`config.mk`:
```
export PLATFORM = sky130hd
export DESIGN_NAME = permutation_rank_unrank
export DESIGN_NICKNAME = d
export VERILOG_FILES = /design/src/sv/pru_pkg.sv /design/src/sv/pru_cell.sv /design/src/sv/permutation_rank_unrank.sv
export SDC_FILE = /design/constraint.sdc
export NUM_CORES = 1
export LEC_CHECK = 0
export ABC_AREA = 1
export BUFFER_PORTS_ARGS = -buffer_cell sky130_fd_sc_hd__buf_4
export CAP_MARGIN = 20
export CORE_MARGIN = 4
export CORE_UTILIZATION = 58
export CTS_CLUSTER_DIAMETER = 100
export DETAILED_ROUTE_END_ITERATION = 8
export PLACE_DENSITY = 0.81
export SLEW_MARGIN = 20
export SYNTH_ARGS = -nofsm -noshare
export SYNTH_HDL_FRONTEND = slang
export SYNTH_SLANG_ARGS = --single-unit
```
`constraint.sdc`:
```
create_clock -name clk -period 20.1 [get_ports clk]
set_input_delay 3.015 -clock clk [delete_from_list [all_inputs] [get_ports clk]]
set_output_delay 3.015 -clock clk [all_outputs]
set_load 0.005 [all_outputs]
```
`src/sv/pru_pkg.sv`:
```
// ----------------------------------------------------------------------------
// pru_pkg: shared definitions for the permutation rank / unrank block
// Field widths, default size, opcodes, factorial helper and the control group
// that travels along the chain of cells.
// ----------------------------------------------------------------------------
`default_nettype none

package pru_pkg;

    // Fixed field widths of the transaction payload.
    localparam int RANK_W  = 19;
    localparam int PERM_W  = 36;
    localparam int DIGIT_W = 4;

    // Default number of elements in a permutation.
    localparam int NUM_ELEMENTS_DEF = 9;

    // Operation codes.
    localparam logic OP_RANK   = 1'b0;
    localparam logic OP_UNRANK = 1'b1;

    // Control group that moves with each transaction from cell to cell.
    typedef struct packed {
        logic vld;
        logic op;
        logic bad;
    } pru_ctl_t;

    // Factorial, evaluated at elaboration only.
    function automatic longint unsigned fact(input int n);
        longint unsigned f;
        f = 1;
        for (int i = 2; i <= n; i++)
        begin
            f = f * longint'(i);
        end
        return f;
    endfunction

endpackage

`default_nettype wire

```
`src/sv/pru_cell.sv`:
```
// ----------------------------------------------------------------------------
// pru_cell: one position of the rank / unrank chain
// Handles the digit at position POS. For rank it checks the digit, counts the
// later smaller digits and adds their weighted count. For unrank it takes one
// factorial digit off the remainder and writes the selected unused value.
// ----------------------------------------------------------------------------
`default_nettype none

module pru_cell
    import pru_pkg::*;
#(
    parameter int N   = NUM_ELEMENTS_DEF,
    parameter int POS = 0,
    parameter int RW  = RANK_W
)
(
    input  wire logic                   clk,
    input  wire logic                   rst_n,
    input  wire logic                   en,
    input  wire pru_ctl_t               ctl_in,
    input  wire logic [N-1:0]           used_in,
    input  wire logic [RW-1:0]          num_in,
    input  wire logic [N*DIGIT_W-1:0]   word_in,
    output pru_ctl_t                    ctl_out,
    output logic      [N-1:0]           used_out,
    output logic      [RW-1:0]          num_out,
    output logic      [N*DIGIT_W-1:0]   word_out
);

    localparam int          SH = DIGIT_W * (N - 1 - POS);
    localparam int          NL = N - 1 - POS;
    localparam logic [RW-1:0] W = RW'(fact(NL));

    pru_ctl_t               ctl_reg,  ctl_next;
    logic [N-1:0]           used_reg, used_next;
    logic [RW-1:0]          num_reg,  num_next;
    logic [N*DIGIT_W-1:0]   word_reg, word_next;

    logic [DIGIT_W-1:0]     dig;
    logic [DIGIT_W-1:0]     cnt;
    logic [DIGIT_W-1:0]     kdig;
    logic [DIGIT_W-1:0]     below;
    logic [DIGIT_W-1:0]     pick;
    logic                   seen;
    logic                   out_of_range;
    logic [N-1:0]           dig_hot;

    assign dig = word_in[SH +: DIGIT_W];

    // Rank path: validity of this digit and count of later smaller digits.
    always_comb
    begin
        seen    = 1'b0;
        dig_hot = '0;
        cnt     = '0;
        for (int v = 0; v < N; v++)
        begin
            if (dig == DIGIT_W'(v + 1))
            begin
                dig_hot[v] = 1'b1;
                if (used_in[v])
                begin
                    seen = 1'b1;
                end
            end
        end
        for (int j = POS + 1; j < N; j++)
        begin
            if (word_in[DIGIT_W*(N-1-j) +: DIGIT_W] < dig)
            begin
                cnt = cnt + DIGIT_W'(1);
            end
        end
    end

    assign out_of_range = (dig == '0) || (dig > DIGIT_W'(N));

    // Unrank path: factorial digit by compare against constant multiples,
    // then the unused value with exactly that many unused values below it.
    always_comb
    begin
        kdig = '0;
        pick = '0;
        for (int j = 1; j <= NL; j++)
        begin
            if (num_in >= RW'(j) * W)
            begin
                kdig = kdig + DIGIT_W'(1);
            end
        end
        for (int v = 0; v < N; v++)
        begin
            below = '0;
            for (int u = 0; u < v; u++)
            begin
                if (!used_in[u])
                begin
                    below = below + DIGIT_W'(1);
                end
            end
            if (!used_in[v] && below == kdig)
            begin
                pick = DIGIT_W'(v + 1);
            end
        end
    end

    // Next values for the stage register.
    always_comb
    begin
        ctl_next  = ctl_in;
        used_next = used_in;
        num_next  = num_in;
        word_next = word_in;
        if (ctl_in.op == OP_RANK)
        begin
            ctl_next.bad = ctl_in.bad | out_of_range | seen;
            used_next    = used_in | dig_hot;
            num_next     = num_in + RW'(cnt) * W;
        end
        else
        begin
            used_next = used_in;
            for (int v = 0; v < N; v++)
            begin
                if (pick == DIGIT_W'(v + 1))
                begin
                    used_next[v] = 1'b1;
                end
            end
            num_next               = num_in - RW'(kdig) * W;
            word_next[SH +: DIGIT_W] = pick;
        end
    end

    // Control register of the stage.
    always_ff @(posedge clk or negedge rst_n)
    begin
        if (!rst_n)
        begin
            ctl_reg <= '0;
        end
        else if (en)
        begin
            ctl_reg <= ctl_next;
        end
    end

    // Payload registers of the stage.
    always_ff @(posedge clk)
    begin
        if (en)
        begin
            used_reg <= used_next;
            num_reg  <= num_next;
            word_reg <= word_next;
        end
    end

    assign ctl_out  = ctl_reg;
    assign used_out = used_reg;
    assign num_out  = num_reg;
    assign word_out = word_reg;

endmodule

`default_nettype wire

```
`src/sv/permutation_rank_unrank.sv`:
```
// ----------------------------------------------------------------------------
// permutation_rank_unrank: Cantor expansion rank and unrank of permutations
// Converts a permutation of 1..NUM_ELEMENTS to its lexicographic rank, or a
// rank back to the permutation, in a chain of one cell per position.
// ----------------------------------------------------------------------------
// Usage:
//   Input channel (in_valid / in_ready) carries opcode, perm_digits and
//   rank_in. Opcode OP_RANK ranks perm_digits, OP_UNRANK unranks rank_in.
//   Output channel (out_valid / out_ready) carries rank_out, perm_out and
//   bad_input; each input transaction gives exactly one output transaction.
//   There is one register stage per cell and one cell per permutation position.
//   Throughput is one transaction per cycle while the receiver keeps up.
//   A bad input (digits not a permutation, or a rank of NUM_ELEMENTS! or more)
//   sets bad_input with both rank_out and perm_out zero.
//   When the receiver stalls with a result waiting, the whole chain holds and
//   in_ready drops; in_ready is high whenever the last cell is empty or its
//   transaction is taken in the same cycle.
//   Reset clears all stage valid bits; the payload registers are not reset.
// ----------------------------------------------------------------------------
`default_nettype none

module permutation_rank_unrank
    import pru_pkg::*;
#(
    parameter int NUM_ELEMENTS = NUM_ELEMENTS_DEF
)
(
    input  wire logic               clk,
    input  wire logic               rst_n,
    input  wire logic               in_valid,
    output logic                    in_ready,
    input  wire logic               opcode,
    input  wire logic [PERM_W-1:0]  perm_digits,
    input  wire logic [RANK_W-1:0]  rank_in,
    output logic                    out_valid,
    input  wire logic               out_ready,
    output logic [RANK_W-1:0]       rank_out,
    output logic [PERM_W-1:0]       perm_out,
    output logic                    bad_input
);

    localparam int N    = NUM_ELEMENTS;
    localparam int PW   = N * DIGIT_W;
    localparam int FW   = $clog2(fact(N) + 1);
    localparam int RW   = (FW > RANK_W) ? FW : RANK_W;
    localparam logic [RW-1:0] FACT_N = RW'(fact(N));

    pru_ctl_t               ctl_c  [N+1];
    logic [N-1:0]           used_c [N];
    logic [RW-1:0]          num_c  [N+1];
    logic [PW-1:0]          word_c [N+1];
    logic                   adv;

    // The chain moves whenever the last cell is empty or being drained.
    assign adv      = !ctl_c[N].vld || out_ready;
    assign in_ready = adv;

    // Entry into the first cell; unrank starts from an empty word.
    always_comb
    begin
        ctl_c[0].vld = in_valid;
        ctl_c[0].op  = opcode;
        ctl_c[0].bad = (opcode == OP_UNRANK) && (RW'(rank_in) >= FACT_N);
        used_c[0]    = '0;
        num_c[0]     = (opcode == OP_UNRANK) ? RW'(rank_in) : '0;
        word_c[0]    = (opcode == OP_UNRANK) ? '0 : PW'(perm_digits);
    end

    // One cell per permutation position.
    for (genvar i = 0; i < N; i++)
    begin : g_cell
        if (i < N - 1)
        begin : g_mid
            pru_cell #(
                .N   (N),
                .POS (i),
                .RW  (RW)
            ) u_cell (
                .clk      (clk),
                .rst_n    (rst_n),
                .en       (adv),
                .ctl_in   (ctl_c[i]),
                .used_in  (used_c[i]),
                .num_in   (num_c[i]),
                .word_in  (word_c[i]),
                .ctl_out  (ctl_c[i+1]),
                .used_out (used_c[i+1]),
                .num_out  (num_c[i+1]),
                .word_out (word_c[i+1])
            );
        end
        else
        begin : g_last
            pru_cell #(
                .N   (N),
                .POS (i),
                .RW  (RW)
            ) u_cell (
                .clk      (clk),
                .rst_n    (rst_n),
                .en       (adv),
                .ctl_in   (ctl_c[i]),
                .used_in  (used_c[i]),
                .num_in   (num_c[i]),
                .word_in  (word_c[i]),
                .ctl_out  (ctl_c[i+1]),
                .used_out (),
                .num_out  (num_c[i+1]),
                .word_out (word_c[i+1])
            );
        end
    end

    // Result from the last cell; outputs not meant for the operation are zero.
    always_comb
    begin
        out_valid = ctl_c[N].vld;
        bad_input = ctl_c[N].bad;
        rank_out  = '0;
        perm_out  = '0;
        if (!ctl_c[N].bad)
        begin
            if (ctl_c[N].op == OP_RANK)
            begin
                rank_out = RANK_W'(num_c[N]);
            end
            else
            begin
                perm_out = PERM_W'(word_c[N]);
            end
        end
    end

endmodule

`default_nettype wire

```
* Word-level counts from Yosys, hierarchy flattened
Cells that the tools add are included.
** Operators by class
- Multiply operators :: 12
- Add/sub/neg operators :: 128
- Reductions and logical operators :: 179
- Equality and inequality tests :: 217
- Magnitude comparators :: 82
- Muxes and demuxes :: 544
- Shifts and indexed selects :: 0
- Bitwise logic cells :: 24
- Div/mod/pow operators :: 0
** Operators with widths (count)
- two-way mux 4 bit :: 145
- adder 4 x 1 -> 4 bit, second input constant :: 90
- two-way mux 1 bit :: 329
- equality test 4 x 3 -> 1 bit, second input constant :: 68
- two-way mux 19 bit :: 11
- equality test 4 bit :: 42
- < comparator 4 bit :: 36
- equality test 4 x 2 -> 1 bit, second input constant :: 34
- equality test 4 bit, second input constant :: 34
- two-way mux 36 bit :: 3
- zero test 4 bit :: 25
- two-way mux 3 bit :: 32
- logical AND 1 bit :: 72
- zero test 1 bit :: 72
- two-way mux 9 bit :: 8
- equality test 4 x 1 -> 1 bit, second input constant :: 17
- bitwise OR 9 bit :: 7
- >= comparator 19 x 12 -> 1 bit, second input constant :: 3
- >= comparator 19 x 15 -> 1 bit, second input constant :: 3
- >= comparator 19 x 18 -> 1 bit, second input constant :: 3
- >= comparator 19 bit, second input constant :: 3
- >= comparator 19 x 7 -> 1 bit, second input constant :: 3
- adder 1 x 1 -> 2 bit, second input constant :: 22
- >= comparator 19 x 10 -> 1 bit, second input constant :: 2
- other kinds (45) :: 122
** Storage, ports and cells
- Memory bits (read-only) :: 0
- Word-level logic and storage cells :: 1239
- Memory bits (writable) :: 0
- Latch bits :: 0
- Output and inout bits :: 58
- Memories kept :: 0
- Register bits after elaboration :: 594

* Longest topological paths before layout
- Depth after elaboration :: 30
- Depth in mapped cells :: 60
- Depth with buffers taken out :: 56

* Hierarchy
From an unflattened synthesis, not the netlist that was laid out.
** Second synthesis, totals
- Cell total of the unflattened synthesis :: 6389
- Area, all modules :: 51131.5 µm²
** By module, submodules not included
- pru_cell at g_cell[1].g_mid.u_cell :: area an instance 7445.9 µm², instances 1, cells an instance 995
- pru_cell at g_cell[0].g_mid.u_cell :: area an instance 7395.8 µm², instances 1, cells an instance 991
- pru_cell at g_cell[2].g_mid.u_cell :: area an instance 6373.6 µm², instances 1, cells an instance 824
- pru_cell at g_cell[3].g_mid.u_cell :: area an instance 6249.7 µm², instances 1, cells an instance 786
- pru_cell at g_cell[4].g_mid.u_cell :: area an instance 5358.9 µm², instances 1, cells an instance 660
- pru_cell at g_cell[5].g_mid.u_cell :: area an instance 5107.4 µm², instances 1, cells an instance 592
- pru_cell at g_cell[6].g_mid.u_cell :: area an instance 4406.7 µm², instances 1, cells an instance 495
- pru_cell at g_cell[7].g_mid.u_cell :: area an instance 4381.7 µm², instances 1, cells an instance 487
- pru_cell at g_cell[8].g_last.u_cell :: area an instance 3314.4 µm², instances 1, cells an instance 299
- permutation_rank_unrank :: area an instance 1097.3 µm², instances 1, cells an instance 260

* Least setup slack after synthesis
Ideal clock, no wire load.
- Kind :: in2out
- Start point :: input port out_ready
- End point :: output port in_ready
- Stages :: 3
- Data arrival time :: 18.635 ns
- Data required time :: 17.085 ns
- Path slack :: -1.550 ns
- Buffers on the path :: 1
- Cell sequence :: nor2_1 > clkinv_1 > clkbuf_1
** On the way
- Longest elaborated chain between the ends :: 1
** Ends and longest elaborated chain
- start, declared :: RTL line permutation_rank_unrank.sv:36 : input wire logic out_ready,
- logical OR 1 bit :: RTL line permutation_rank_unrank.sv:55 : assign adv = !ctl_c[N].vld || out_ready;
- end, declared :: RTL line permutation_rank_unrank.sv:31 : output logic in_ready,
No other way between the ends.

* Worst setup path after layout
- Start point :: input port opcode
- End point :: register g_cell[0].g_mid.u_cell.num_reg[18], data pin
** On the way
- Longest elaborated chain between the ends :: 20
- Elaborated cells between the ends (all ways) :: 53
- Those cells by class :: add/sub (16); mul (2); order compare (16); mux (19)
** Ends and longest elaborated chain
- start, declared :: RTL line permutation_rank_unrank.sv:32 : input wire logic opcode,
- two-way mux 19 bit or two-way mux 36 bit (tied branches) :: RTL line permutation_rank_unrank.sv:65, permutation_rank_unrank.sv:66
- >= comparator 19 x 16 -> 1 bit or < comparator 4 bit (tied branches) :: RTL line pru_cell.sv:86, pru_cell.sv:69
- two-way mux 1 bit, on equally long branches :: RTL line pru_cell.sv:86, pru_cell.sv:69
- adder 1 x 1 -> 2 bit, on equally long branches :: RTL line pru_cell.sv:88, pru_cell.sv:71
- two-way mux 4 bit, on equally long branches :: RTL line pru_cell.sv:86, pru_cell.sv:69
- adder 4 x 1 -> 4 bit, on equally long branches :: RTL line pru_cell.sv:88, pru_cell.sv:71
- two-way mux 4 bit, on equally long branches :: RTL line pru_cell.sv:86, pru_cell.sv:69
- adder 4 x 1 -> 4 bit, on equally long branches :: RTL line pru_cell.sv:88, pru_cell.sv:71
- [... 5 more ...]
- adder 4 x 1 -> 4 bit, on equally long branches :: RTL line pru_cell.sv:88, pru_cell.sv:71
- two-way mux 4 bit, on equally long branches :: RTL line pru_cell.sv:86, pru_cell.sv:69
- adder 4 x 1 -> 4 bit, on equally long branches :: RTL line pru_cell.sv:88, pru_cell.sv:71
- two-way mux 4 bit, on equally long branches :: RTL line pru_cell.sv:86, pru_cell.sv:69
- multiplier 4 x 9 -> 12 bit, on equally long branches :: RTL line pru_cell.sv:131, pru_cell.sv:119
- subtractor 19 bit or adder 19 bit (tied branches) :: RTL line pru_cell.sv:131, pru_cell.sv:119
- two-way mux 19 bit (*) :: RTL line pru_cell.sv:115 : if (ctl_in.op == OP_RANK)
- net g_cell[0].g_mid.u_cell.num_next[18] :: RTL line pru_cell.sv:36 : logic [RW-1:0] num_reg, num_next;
- end signal, assigned :: RTL line pru_cell.sv:155 : num_reg <= num_next;
- end, declared :: RTL line pru_cell.sv:36
Mark *: on every way through the listed nets, which the timed path passes. The rest lies on a longest branch.
A chain may end at the register's enable or synchronous reset.

==> flow_metrics.tcl <==
set metrics [dict create \
    grt_pass1_vias 35778 \
    place_hpwl_um 81500 \
    clk_path_buf_depth 3 \
    required_ns 20.46 \
    place_area_um2 47900 \
    cts_hold_buf 0 \
    core_region_area_um2 77800 \
    cts_buffers 66 \
    post_cts_buffers 0 \
    die_area_um2 83600 \
    ys_types 75 \
    fin_setup_tns_ns 0 \
    post_drt_via_cell_ratio 5.45 \
    core.rowCount 102 \
    tightest_slew_ns 1.12 \
    cts.sinks 594 \
    area_growth_syn_to_layout_pct 9.42 \
    rsz0062_at_grt "no" \
    status "finished, final reports clean" \
    cp_slowest_cell "buf_4" \
    final_area_um2 50100 \
    totalWireLength_um 104000 \
    ant_nets 0 \
    maxCapViolations 0 \
    nFillCells 6437 \
    antenna_found_initial 3 \
    synth_area_um2 45800 \
    syn_area_per_cell_um2 8.23 \
    max_stage_delay_ns 0.54 \
    synth.yosys.warnings 0 \
    dr.pass1.iters 6 \
    grt_first_pass_wirelength_um 170000 \
    hold_path.class "reg -> reg" \
    holdWs_ns 0.410 \
    fin_crit_sh_pct 57.3 \
    ys_seq_area_share_pct 38.6 \
    cts.clk_slew.worst_paths_ns 0.06 \
    port_buffers 117 \
    end_kind "register" \
    drive_gt1_share_pct 7.03 \
    timing.fmax_mhz 86.8 \
    drtIter0Drc 2177 \
    drc 0 \
    synth_flop_cell "edfxtp_1" \
    slew_headroom_pct 24.6 \
    io-pin-count 118 \
    dp_slack_ns 8.02 \
    setup-violations-final 0 \
    ys_seq_elements 594 \
    setup_ws_ns 8.58 \
    syn_inst 5568 \
    die_y_um 289 \
    finalMaxSlewViolations 0 \
    gp_congestion 0.947 \
    startpoint_type "input port" \
    grt_overflow_total 0 \
    hold_viol 0 \
    tritoncts "done" \
    routedWlPerCell_um 15.3 \
    rrSetupSlack_ns 11.07 \
    cp_max_fo 61 \
    initial_utilization_pct 58.9 \
    post_cts_resize_count 0 \
    clk_latency_ns 0.62 \
    worstPathArrival_ns 11.89 \
    die_x_um 289 \
    fin_nets 6309 \
    ys_async_sr_fraction_pct 4.55 \
    synth-edff-count 567 \
    grt_max_degree 175 \
    ctsRootBufferMaster "clkbuf_16" \
    htreeDepth 3 \
    crit_type "in -> reg" \
    vias 37028 \
    clock-skew-final_ns 0.0191 \
    grt_usage_pct 24.9 \
    fin_crit_ns 11.52 \
]
layout make-up:
type	instances	area [um^2]	area share, %
clock buffers	78	1700	3.38
repair buffers	129	997	1.99
clock inverters	42	558	1.11
inverters	925	3480	6.94
well taps	1040	1300	2.59
multi-input cells	3990	24400	48.7
diodes	1	2.50	0.00499
flip-flops and latches	594	17700	35.3
metrics by stage:
| step | util (%) | instances |
|---|---|---|
| 6_report | 64.4 | 6799 |
| 5_1_grt | 64.4 | 6798 |
| 4_1_cts | 64.4 | 6797 |
| 3_5_place_dp | 61.5 | 6677 |
| 3_3_place_gp | 61.5 | 6677 |
| 2_1_floorplan | - | 5573 |
synthesized netlist by cell type, drive strengths merged, types with 2 or more instances:
| cell | n | share of area, % |
|---|---|---|
| nand2 | 1344 | 11 |
| inv | 917 | 7.5 |
| edfxtp | 567 | 37 |
| nor2 | 528 | 4.5 |
| ha | 497 | 14 |
| nand3 | 294 | 3.3 |
| o21ai | 293 | 3.3 |
| a21oi | 225 | 2.5 |
| xor2 | 187 | 3.8 |
| nor3 | 69 | 0.80 |
| xnor2 | 65 | 1.3 |
| nand4 | 63 | 0.89 |
| o21bai | 47 | 0.78 |
| fa | 46 | 2.0 |
| clkbuf | 43 | 0.35 |
| o211ai | 41 | 0.67 |
| a31oi | 40 | 0.57 |
| or2 | 37 | 0.51 |
| dfrtp | 27 | 1.5 |
| nand3b | 27 | 0.44 |
| a21o | 25 | 0.41 |
| buf | 21 | 0.24 |
| o21a | 20 | 0.33 |
| o31ai | 17 | 0.28 |
| a211oi | 14 | 0.24 |
| a221oi | 14 | 0.27 |
| nor4 | 14 | 0.20 |
| o22ai | 12 | 0.16 |
| o2111ai | 10 | 0.19 |
| clkinv | 8 | 0.066 |
| a32oi | 7 | 0.13 |
| a22oi | 6 | 0.098 |
| and2 | 6 | 0.082 |
| a21boi | 4 | 0.066 |
| a31o | 4 | 0.076 |
| nor3b | 4 | 0.066 |
| o221ai | 4 | 0.076 |
| mux2i | 3 | 0.066 |
| a2111oi | 2 | 0.038 |
| a311oi | 2 | 0.038 |
| and3 | 2 | 0.027 |
| conb | 2 | 0.016 |
| o311ai | 2 | 0.038 |
per-layer routing:
metal  track usage, %  wire [um]
met1             28.1      40600
met2             45.4      51800
met3             3.14       5230
met4             14.0       6190
met5                0         26
worst paths after layout:
path	from	endpoint	cells after the start
setup / recovery	opcode	g_cell[0].g_mid.u_cell.num_out[18]	53
setup reg to reg	g_cell[0].g_mid.u_cell.num_out[18]	g_cell[1].g_mid.u_cell.num_out[17]	47
hold / removal	g_cell[5].g_mid.u_cell.word_out[27]	g_cell[6].g_mid.u_cell.word_out[27]	0
min in group asynchronous	rst_n	g_cell[5].g_mid.u_cell.ctl_out[0]	1
hold reg to reg	g_cell[5].g_mid.u_cell.word_out[27]	g_cell[6].g_mid.u_cell.word_out[27]	0
max in group asynchronous	rst_n	g_cell[8].g_last.u_cell.ctl_out[0]	1
cells in the final DEF (no fill, tap or decap), types with 12 or more instances in the layout:
master,instances
clkbuf_16,66
xnor2_1,63
o21bai_1,46
a221oi_1,14
xor2_1,171
o21ai_1,45
nand3_1,288
nand2_1,1301
nor4_1,13
o22ai_1,12
clkbuf_1,12
buf_4,126
xor2_2,16
a31oi_1,38
edfxtp_1,567
inv_1,887
or2_2,33
a21oi_1,222
fa_1,46
o21a_1,20
dfrtp_1,26
ha_1,497
nor2_1,512
nand3b_1,27
a21o_1,25
o21ai_0,239
nand4_1,61
o31ai_1,17
o211ai_1,41
a211oi_1,13
nor3_1,65
inv_2,29
nand2_2,41
clkinv_1,15
bufinv_16,12
worst max-delay path: cells and delay by family:
kind                       cells  cell delay, ns
adders and majority gates      9            2.82
AOI/OAI and AO/OA             13            2.20
and+or+nand+nor               16            1.89
buffers and inverters         12            1.43
xor gates and xnor gates       3            0.49
registers in the layout, indices dropped and copies added (netlist names):
register and count:
g_cell.g_mid.u_cell.word_out 288, g_cell.g_mid.u_cell.num_out 152, g_cell.g_mid.u_cell.used_out 72, g_cell.g_last.u_cell.word_out 36
g_cell.g_mid.u_cell.ctl_out 24, g_cell.g_last.u_cell.num_out 19, g_cell.g_last.u_cell.ctl_out 3
logic make-up after synthesis:
logic type               count (synthesis)  share of synthesized area, %
AO/OA/AOI/OAI                          794                          10.3
XOR/XNOR                               253                          5.16
other                                    2                        0.0164
AND/OR/NAND/NOR                       2390                          22.0
adder cells (fa/ha/maj)                543                          15.6
buffers and inverters                  989                          8.18
flip-flops                             594                          38.6
multiplexers                             3                        0.0655
Power is not shown: default switching activity piles up to over one toggle a cycle in this logic, so the estimate is an artifact.
